<file path="src/hdl/sm3hc_pkg.sv">
// ---------------------------------------------------------------------------
// sm3hc_pkg
// Shared types, constants and functions of the SM3 hash core.
// ---------------------------------------------------------------------------
package sm3hc_pkg;

	localparam int unsigned NUM_IV = 8;
	localparam int unsigned CFG_IDX_W = 3;
	localparam int unsigned QUEUE_DEPTH = 4;

	localparam logic [31:0] IV_RESET [NUM_IV] = '{
		32'h7380166f, 32'h4914b2b9, 32'h172442d7, 32'hda8a0600,
		32'ha96f30bc, 32'h163138aa, 32'he38dee4d, 32'hb0fb0e4e
	};

	localparam logic [31:0] T_LOW  = 32'h79cc4519;
	localparam logic [31:0] T_HIGH = 32'h7a879d8a;
	localparam logic [31:0] PAD_ONE = 32'h80000000;
	localparam logic [3:0]  LEN_SLOT = 4'd14;

	typedef struct packed {
		logic [31:0] message_word;
		logic [3:0]  valid_nibbles;
		logic        is_final;
	} in_item_t;

	typedef struct packed {
		logic [31:0] digest_word;
		logic [2:0]  word_index;
		logic        last_word;
	} out_item_t;

	// word handed from the front end to the compression engine
	typedef struct packed {
		logic [31:0] data;
		logic        first;   // first word of a message: load IV
		logic        last;    // last word of the padded message
	} blk_word_t;

	function automatic logic [31:0] rotl(input logic [31:0] x, input logic [4:0] k);
		logic [63:0] d;
		d = {x, x} << k;
		return d[63:32];
	endfunction

	function automatic logic [31:0] perm0(input logic [31:0] x);
		return x ^ {x[22:0], x[31:23]} ^ {x[14:0], x[31:15]};
	endfunction

	function automatic logic [31:0] perm1(input logic [31:0] x);
		return x ^ {x[16:0], x[31:17]} ^ {x[8:0], x[31:9]};
	endfunction

endpackage

</file>
<file path="src/hdl/sm3hc_front.sv">
// ---------------------------------------------------------------------------
// sm3hc_front
// Takes message words, counts bits and generates the padding words.
// ---------------------------------------------------------------------------
module sm3hc_front (
	input  logic                  clk,
	input  logic                  arst_n,
	input  logic                  push,
	output logic                  full,
	input  sm3hc_pkg::in_item_t   in_item,
	output logic                  wr_en,
	output sm3hc_pkg::blk_word_t  wr_word,
	input  logic                  q_full
);
	import sm3hc_pkg::*;

	typedef enum logic [3:0] {
		ST_IDLE = 4'b0001,
		ST_ZERO = 4'b0010,
		ST_LENH = 4'b0100,
		ST_LENL = 4'b1000
	} fst_t;

	fst_t        state_q;
	logic [63:0] bits_q;
	logic [3:0]  fill_q;
	logic        in_msg_q;
	logic        extra_one_q;

	logic [3:0]  nib;
	logic [31:0] mask;
	logic [63:0] bits_nxt;
	logic        acc;

	always_comb begin
		nib = (in_item.valid_nibbles > 4'd8) ? 4'd8 : in_item.valid_nibbles;
		if (!in_item.is_final) nib = 4'd8;
		mask = (nib == 4'd0) ? 32'h0 : (32'hffffffff << (6'd32 - {nib, 2'b00}));
		bits_nxt = (in_msg_q ? bits_q : 64'd0) + {58'd0, nib, 2'b00};
	end

	assign full = (state_q != ST_IDLE) || q_full;
	assign acc  = push && !full;

	always_comb begin
		wr_en = 1'b0;
		wr_word = '0;
		unique case (state_q)
			ST_IDLE: begin
				wr_en = acc;
				wr_word.first = !in_msg_q;
				if (!in_item.is_final || nib == 4'd8)
					wr_word.data = in_item.message_word;
				else
					wr_word.data = (in_item.message_word & mask) | (PAD_ONE >> {nib, 2'b00});
			end
			ST_ZERO: begin
				wr_en = !q_full;
				wr_word.data = extra_one_q ? PAD_ONE : 32'h0;
			end
			ST_LENH: begin
				wr_en = !q_full;
				wr_word.data = bits_q[63:32];
			end
			ST_LENL: begin
				wr_en = !q_full;
				wr_word.data = bits_q[31:0];
				wr_word.last = 1'b1;
			end
			default: ;
		endcase
	end

	always_ff @(posedge clk or negedge arst_n) begin
		if (!arst_n) begin
			state_q <= ST_IDLE;
			bits_q <= '0;
			fill_q <= '0;
			in_msg_q <= 1'b0;
			extra_one_q <= 1'b0;
		end else begin
			unique case (state_q)
				ST_IDLE: begin
					if (acc) begin
						bits_q <= bits_nxt;
						fill_q <= (in_msg_q ? fill_q : 4'd0) + 4'd1;
						in_msg_q <= !in_item.is_final;
						if (in_item.is_final) begin
							extra_one_q <= (nib == 4'd8);
							if (nib == 4'd8 ||
							    ((in_msg_q ? fill_q : 4'd0) + 4'd1) != LEN_SLOT)
								state_q <= ST_ZERO;
							else
								state_q <= ST_LENH;
						end
					end
				end
				ST_ZERO: begin
					if (!q_full) begin
						extra_one_q <= 1'b0;
						fill_q <= fill_q + 4'd1;
						if (fill_q + 4'd1 == LEN_SLOT) state_q <= ST_LENH;
					end
				end
				ST_LENH: if (!q_full) state_q <= ST_LENL;
				ST_LENL: begin
					if (!q_full) begin
						state_q <= ST_IDLE;
						fill_q <= '0;
					end
				end
				default: state_q <= ST_IDLE;
			endcase
		end
	end

endmodule

</file>
<file path="src/hdl/sm3hc_fifo.sv">
// ---------------------------------------------------------------------------
// sm3hc_fifo
// Short word queue between front end and compression engine.
// ---------------------------------------------------------------------------
module sm3hc_fifo #(
	parameter int unsigned DEPTH = sm3hc_pkg::QUEUE_DEPTH
) (
	input  logic                  clk,
	input  logic                  arst_n,
	input  logic                  wr_en,
	input  sm3hc_pkg::blk_word_t  wr_word,
	output logic                  q_full,
	input  logic                  rd_en,
	output sm3hc_pkg::blk_word_t  rd_word,
	output logic                  q_empty
);
	import sm3hc_pkg::*;

	localparam int unsigned AW = $clog2(DEPTH);

	blk_word_t   mem_q [DEPTH];
	logic [AW:0] wp_q, rp_q;

	assign q_empty = (wp_q == rp_q);
	assign q_full  = (wp_q[AW-1:0] == rp_q[AW-1:0]) && (wp_q[AW] != rp_q[AW]);
	assign rd_word = mem_q[rp_q[AW-1:0]];

	always_ff @(posedge clk) begin
		if (wr_en && !q_full) mem_q[wp_q[AW-1:0]] <= wr_word;
	end

	always_ff @(posedge clk or negedge arst_n) begin
		if (!arst_n) begin
			wp_q <= '0;
			rp_q <= '0;
		end else begin
			if (wr_en && !q_full) wp_q <= wp_q + 1'b1;
			if (rd_en && !q_empty) rp_q <= rp_q + 1'b1;
		end
	end

endmodule

</file>
<file path="src/hdl/sm3hc_engine.sv">
// ---------------------------------------------------------------------------
// sm3hc_engine
// Fills the block buffer, runs 64 rounds per block and emits the digest.
// ---------------------------------------------------------------------------
module sm3hc_engine (
	input  logic                  clk,
	input  logic                  arst_n,
	input  logic [31:0]           iv [sm3hc_pkg::NUM_IV],
	input  sm3hc_pkg::blk_word_t  rd_word,
	input  logic                  q_empty,
	output logic                  rd_en,
	output logic                  empty,
	input  logic                  pop,
	output sm3hc_pkg::out_item_t  out_item
);
	import sm3hc_pkg::*;

	typedef enum logic [2:0] {
		ST_FILL = 3'b001,
		ST_RND  = 3'b010,
		ST_OUT  = 3'b100
	} est_t;

	est_t        state_q;
	logic [31:0] cv_q [8];
	logic [31:0] r_q [8];
	logic [31:0] w_q [16];
	logic [3:0]  fill_q;
	logic [5:0]  rnd_q;
	logic        last_blk_q;
	logic [2:0]  oidx_q;

	logic [31:0] tj, a12, ss1, ss2, ffv, ggv, tt1, tt2, wn;
	logic        lo;

	always_comb begin
		lo  = (rnd_q < 6'd16);
		tj  = lo ? T_LOW : T_HIGH;
		a12 = rotl(r_q[0], 5'd12);
		ss1 = rotl(a12 + r_q[4] + rotl(tj, rnd_q[4:0]), 5'd7);
		ss2 = ss1 ^ a12;
		if (lo) begin
			ffv = r_q[0] ^ r_q[1] ^ r_q[2];
			ggv = r_q[4] ^ r_q[5] ^ r_q[6];
		end else begin
			ffv = (r_q[0] & r_q[1]) | (r_q[1] & r_q[2]) | (r_q[2] & r_q[0]);
			ggv = (r_q[4] & r_q[5]) | (~r_q[4] & r_q[6]);
		end
		tt1 = ffv + r_q[3] + ss2 + (w_q[0] ^ w_q[4]);
		tt2 = ggv + r_q[7] + ss1 + w_q[0];
		wn  = perm1(w_q[0] ^ w_q[7] ^ rotl(w_q[13], 5'd15)) ^ rotl(w_q[3], 5'd7) ^ w_q[10];
	end

	assign rd_en = (state_q == ST_FILL) && !q_empty;
	assign empty = (state_q != ST_OUT);
	assign out_item.digest_word = cv_q[oidx_q];
	assign out_item.word_index  = oidx_q;
	assign out_item.last_word   = (oidx_q == 3'd7);

	always_ff @(posedge clk or negedge arst_n) begin
		if (!arst_n) begin
			state_q <= ST_FILL;
			fill_q <= '0;
			rnd_q <= '0;
			last_blk_q <= 1'b0;
			oidx_q <= '0;
			for (int i = 0; i < 8; i++) cv_q[i] <= IV_RESET[i];
		end else begin
			unique case (state_q)
				ST_FILL: begin
					if (!q_empty) begin
						if (rd_word.first) for (int i = 0; i < 8; i++) cv_q[i] <= iv[i];
						fill_q <= fill_q + 4'd1;
						if (fill_q == 4'd15) begin
							state_q <= ST_RND;
							last_blk_q <= rd_word.last;
							rnd_q <= '0;
							for (int i = 0; i < 8; i++)
								r_q[i] <= rd_word.first ? iv[i] : cv_q[i];
						end
					end
				end
				ST_RND: begin
					r_q[3] <= r_q[2];
					r_q[2] <= rotl(r_q[1], 5'd9);
					r_q[1] <= r_q[0];
					r_q[0] <= tt1;
					r_q[7] <= r_q[6];
					r_q[6] <= rotl(r_q[5], 5'd19);
					r_q[5] <= r_q[4];
					r_q[4] <= perm0(tt2);
					rnd_q <= rnd_q + 6'd1;
					if (rnd_q == 6'd63) begin
						cv_q[0] <= cv_q[0] ^ tt1;
						cv_q[1] <= cv_q[1] ^ r_q[0];
						cv_q[2] <= cv_q[2] ^ rotl(r_q[1], 5'd9);
						cv_q[3] <= cv_q[3] ^ r_q[2];
						cv_q[4] <= cv_q[4] ^ perm0(tt2);
						cv_q[5] <= cv_q[5] ^ r_q[4];
						cv_q[6] <= cv_q[6] ^ rotl(r_q[5], 5'd19);
						cv_q[7] <= cv_q[7] ^ r_q[6];
						oidx_q <= '0;
						state_q <= last_blk_q ? ST_OUT : ST_FILL;
					end
				end
				ST_OUT: begin
					if (pop) begin
						oidx_q <= oidx_q + 3'd1;
						if (oidx_q == 3'd7) state_q <= ST_FILL;
					end
				end
				default: state_q <= ST_FILL;
			endcase
		end
	end

	// block buffer doubles as the expansion window: shifts one word per step
	always_ff @(posedge clk) begin
		if (state_q == ST_FILL && !q_empty) begin
			for (int i = 0; i < 15; i++) w_q[i] <= w_q[i+1];
			w_q[15] <= rd_word.data;
		end else if (state_q == ST_RND) begin
			for (int i = 0; i < 15; i++) w_q[i] <= w_q[i+1];
			w_q[15] <= wn;
		end
	end

endmodule

</file>
<file path="src/hdl/sm3_hash_core_top.sv">
// ---------------------------------------------------------------------------
// sm3_hash_core_top
// SM3 hash core: message words in, eight digest words out.
// ---------------------------------------------------------------------------
// channel   signals                         transfer when
// input     push, full, in_item             push & !full
// result    empty, pop, out_item            pop & !empty
// config    cfg_valid, cfg_ready, cfg_*     cfg_valid & cfg_ready
//
// Each 16-word block is loaded into the buffer and then run through 64 rounds in
// the single round unit. Padding words come from the front end, up to 18
// words after a final word. A 4-entry queue lets the front end take words
// while the engine runs rounds. Eight digest pops end a message.
// Reset loads the standard IV and clears all control state.
module sm3_hash_core_top #(
	parameter int unsigned QDEPTH = sm3hc_pkg::QUEUE_DEPTH
) (
	input  logic                              clk,
	input  logic                              arst_n,
	input  logic                              push,
	output logic                              full,
	input  sm3hc_pkg::in_item_t               in_item,
	output logic                              empty,
	input  logic                              pop,
	output sm3hc_pkg::out_item_t              out_item,
	input  logic                              cfg_valid,
	output logic                              cfg_ready,
	input  logic [sm3hc_pkg::CFG_IDX_W:0]     cfg_index,
	input  logic [31:0]                       cfg_data
);
	import sm3hc_pkg::*;

	logic [31:0] iv_q [NUM_IV];
	logic        wr_en, q_full, rd_en, q_empty;
	blk_word_t   wr_word, rd_word;

	assign cfg_ready = 1'b1;

	always_ff @(posedge clk or negedge arst_n) begin
		if (!arst_n) begin
			for (int i = 0; i < NUM_IV; i++) iv_q[i] <= IV_RESET[i];
		end else if (cfg_valid && !cfg_index[CFG_IDX_W]) begin
			iv_q[cfg_index[CFG_IDX_W-1:0]] <= cfg_data;
		end
	end

	sm3hc_front u_front (
		.clk, .arst_n, .push, .full, .in_item,
		.wr_en, .wr_word, .q_full
	);

	sm3hc_fifo #(.DEPTH(QDEPTH)) u_fifo (
		.clk, .arst_n, .wr_en, .wr_word, .q_full,
		.rd_en, .rd_word, .q_empty
	);

	sm3hc_engine u_engine (
		.clk, .arst_n, .iv(iv_q), .rd_word, .q_empty, .rd_en,
		.empty, .pop, .out_item
	);

	a_idx_steps: assert property (@(posedge clk) disable iff (!arst_n)
		(pop && !empty && !out_item.last_word) |=> !empty)
		else $error("digest burst broken");
	a_last_idx: assert property (@(posedge clk) disable iff (!arst_n)
		(!empty && out_item.last_word) |-> out_item.word_index == 3'd7)
		else $error("last flag on wrong word");
	a_no_wr_full: assert property (@(posedge clk) disable iff (!arst_n)
		!(wr_en && q_full))
		else $error("queue overrun");

endmodule
</file>
<file path="config.mk">
export PLATFORM = sky130hd
export DESIGN_NAME = sm3_hash_core_top
export DESIGN_NICKNAME = d
export VERILOG_FILES = /design/src/hdl/sm3hc_pkg.sv /design/src/hdl/sm3hc_front.sv /design/src/hdl/sm3hc_fifo.sv /design/src/hdl/sm3hc_engine.sv /design/src/hdl/sm3_hash_core_top.sv
export SDC_FILE = /design/constraint.sdc
export NUM_CORES = 2
export LEC_CHECK = 0
export BUFFER_PORTS_ARGS = -buffer_cell sky130_fd_sc_hd__buf_4
export CORE_MARGIN = 3
export CORE_UTILIZATION = 33
export DETAILED_ROUTE_END_ITERATION = 12
export GPL_TIMING_DRIVEN = 1
export PLACE_DENSITY = 0.54
export REMOVE_ABC_BUFFERS = 1
export SLEW_MARGIN = 0
export SYNTH_ARGS = -nofsm -noshare
export SYNTH_HDL_FRONTEND = slang
export SYNTH_HIERARCHICAL = 1
export SYNTH_SLANG_ARGS = --single-unit
</file>
<file path="constraint.sdc">
create_clock -name clk -period 25.4 [get_ports clk]
set_input_delay 5.08 -clock clk [delete_from_list [all_inputs] [get_ports clk]]
set_output_delay 5.08 -clock clk [all_outputs]
set_load 0.02 [all_outputs]
</file>
==> key figures <==
Clocking
  – CTS tree: yes
  – Clock Latency Late Sink: 0.83 ns
  – Clock Pin Slew Worst Setup and Hold Paths: 0.07 ns
  – Postcts setup bufs: 0
  – CTS max path bufs: 3
  – # resized after CTS: 0
  – Total clock sinks: about 1,500
  – Hold_buf cts: 0
  – Root Driver: clkbuf_16
  – Max H-tree Level: 4
  – CTS buffer count: 165

Setup path
  – CP Data Arrival Time: 11.52 ns
  – RR Endpoint: u_engine/cv_q[254]$_DFFE_PN1P_
  – Slowest stage delay, CP: 0.63 ns
  – R2r worst-path depth: 37
  – CP endpoint kind: flop
  – Critical path's slowest cell: o41ai_1
  – Flop2flop setup slack: roughly 15 ns
  – Top cell by count, worst path: fa_1
  – Worst Setup Path Type: reg2reg
  – Worst r2r src: u_engine/rnd_q[5]$_DFFE_PN0P_
  – Crit Path Max Fanout: 36
  – Crit start category: flop
  – CP required: 26.14 ns

Status
  – Violated checks: slew limit
  – Outcome: complete, but fails checks

Finish
  – Footprint of the multi-input gates: 35,000 um2
  – Number of fill cells in the layout: 23,500
  – Storage cell area: 42,600 um2
  – Layout cells sized above 1: around 16%
  – Fin util: 37.4%
  – Final nets: 7,381
  – Layout area overhead: 12.2%

Placed design
  – GPL Wtd Cong: 0.973
  – Count of buffers from port buffering: roughly 120
  – Pre-CTS setup slack: around 15 ns
  – Post-DP HPWL: between 150,000 and 200,000 um

Route
  – Top Metal Used: met4
  – Metal-1 WL: 122,000 um
  – WL per Instance: 27.3 um
  – Vias/cell: ~5.4
  – Metal2 WL: 135,000 um
  – Post-Route WL: 282,000 um
  – Starting DRT DRC Count: 5,578
  – DR DRC count: 0
  – Met3 routed WL: 15,000 um
  – Routed Antenna Nets: 0
  – First drt pass iteration count: 8
  – Via Count: 56,000

STA
  – Post-route setup slack: 14.62 ns
  – Min cycle time layout: 10.78 ns
  – Fin. max-slew vios: 56
  – Skew final: 0.0546 ns
  – Final setup vio count: 0
  – Achievable Freq: 92.7 MHz
  – Measured slew at the worst slew-check pin: about 1.6 ns
  – Hold slack: approximately 0.39 ns
  – Hold Vio Cnt, Final: 0
  – RSZ-0062 raised after global routing: no
  – Period utilization: 42.5%
  – Setup TNS: 0 ns
  – Max-Slew Margin vs Limit: -3.41%

Synthesis
  – Synth cell types: 112
  – FF+latch count, synth: 1,511
  – Mean area per synthesized cell: 11.5 um2
  – EDFF count, synth: 904
  – Post-Synthesis Cells: 7,001
  – Sequential share of the synthesized area: between 50 and 60%
  – Total number of yosys warnings: 6
  – Async set or reset register ratio after synthesis: 40.2%
  – Top cells by area, synth: edfxtp_1, dfrtp_1, dfstp_2
  – Count leader, synth: edfxtp_1
  – Synth cell count leaders: edfxtp_1, nor2_1, o21ai_0
  – Main synth FF type: edfxtp_1
  – Cell taking the most area after synthesis: edfxtp_1
  – Netlist Area Pre-Place: 80,400 um2
  – Share of the synthesized area in the top cell type: 33.8%

Global route
  – First-pass GRT wire length: 402,000 um
  – Gr ovfl total: 0
  – Vias in the first global route: around 54,000
  – Largest net degree at the start of global routing: 214
  – Overall Global Routing Usage: 22.0%
  – Antenna violations before repair: 4

Die
  – Full die area: 250,000 um2
  – # rows: 180
  – Io pins: 117
  – Die height: about 500 um
  – Die W: 500 um
  – Initial Util: 33.3%
  – Core Box Area: between 200,000 and 250,000 um2

Min path
  – Worst hold-check path type: reg2reg
  – Hold Crit Depth: 0
  – Hold EP: u_engine/w_q[0][172]$_DFFE_PP_
  – Worst hold start: u_engine/w_q[0][204]$_DFFE_PP_

Run
  – Max-cap violations: 0
[placed cells by master, fill, tap and decap left out, drive strengths merged, types with 14 or more instances in the layout]
cell type / instances
clkbuf: 227
nand3: 272
and2: 19
o31ai: 14
a211oi: 56
dfstp: 240
nor2b: 53
nand2: 572
nand4: 30
nor4: 22
inv: 351
nor2: 636
mux2i: 292
a21oi: 460
xor2: 90
and3: 38
xnor2: 412
mux2: 303
edfxtp: 904
mux4: 98
a21o: 39
o22ai: 45
buf: 198
o21ai: 629
ha: 122
a31oi: 54
o211ai: 22
a22oi: 38
fa: 189
nor3: 55
nand2b: 22
a2bb2oi: 28
clkinv: 62
o21a: 14
dfrtp: 367
[cell families (layout without fill, tap and decap cells)]
logic type	Yosys count	in the layout	synth area share (%)
mux	693	693	10.8
flops	1511	1511	53.0
fa+ha+maj	311	311	6.60
buf+inv	720	855	3.50
other cells	1	2	0.00466
xor+xnor	505	505	5.60
compound gates	1494	1494	10.8
simple gates	1766	1766	9.73
[per-stage QoR]
step / cell area, um2 / std cells
2_1_floorplan: 78900 / 6627
3_3_place_gp: 84600 / 10000
3_5_place_dp: 84600 / 10000
4_1_cts: 90200 / 10300
5_1_grt: 90200 / 10300
6_report: 90200 / 10300
[flip-flops by register name, indices dropped and copies added (netlist names), 6 cells and up]
signal / flops
u_engine/rnd_q: 6
u_fifo/mem_q: 136
iv_q: 256
u_engine/cv_q: 256
u_front/bits_q: 62
u_engine/w_q: 512
u_engine/r_q: 256
[critical path: cells and delay by family (launching register included)]
kind / cells / cell delay [ns]
buffers and inverters: 4 / 0.80
muxes: 2 / 0.43
AOI/OAI and AO/OA: 16 / 4.73
xor gates and xnor gates: 3 / 0.80
and+or+nand+nor: 5 / 0.53
DFF: 1 / 0.42
adders and majority gates: 7 / 2.96
[final cells by class]
cell class,count,share of cell area (%)
Timing Repair Buffer,198,1.78
Multi-Input combinational cell,4770,38.8
Antenna cell,1,0.00277
Sequential cell,1511,47.3
Tap cell,3185,4.42
Clock inverter,84,1.16
Inverter,346,1.44
Clock buffer,227,5.09
[metal layers]
| layer | global-route usage, % | vias up |
|---|---|---|
| li1 | - | 25000 |
| met1 | 30.1 | 28700 |
| met2 | 36.4 | 1976 |
| met3 | 2.81 | 347 |
| met4 | 7.07 | 0 |
| met5 | 0 | - |
[how the worst max path moves through the flow]
stage	startpoint	to	depth (start not counted)
global placement	u_engine/rnd_q[4]$_DFFE_PN0P_	u_engine/r_q[0][30]$_DFFE_PP_	36
CTS	u_engine/rnd_q[5]$_DFFE_PN0P_	u_engine/r_q[0][30]$_DFFE_PP_	36
finish	u_engine/rnd_q[5]$_DFFE_PN0P_	u_engine/cv_q[254]$_DFFE_PN1P_	37
global route	u_engine/rnd_q[5]$_DFFE_PN0P_	u_engine/cv_q[254]$_DFFE_PN1P_	37
floorplan	u_engine/state_q[0]$_DFFE_PN1P_	u_engine/r_q[0][0]$_DFFE_PP_	4
detailed placement	u_engine/rnd_q[5]$_DFFE_PN0P_	u_engine/cv_q[103]$_DFFE_PN1P_	36
Power is not shown: default switching activity piles up to over one toggle a cycle in this logic, so the estimate is an artifact.
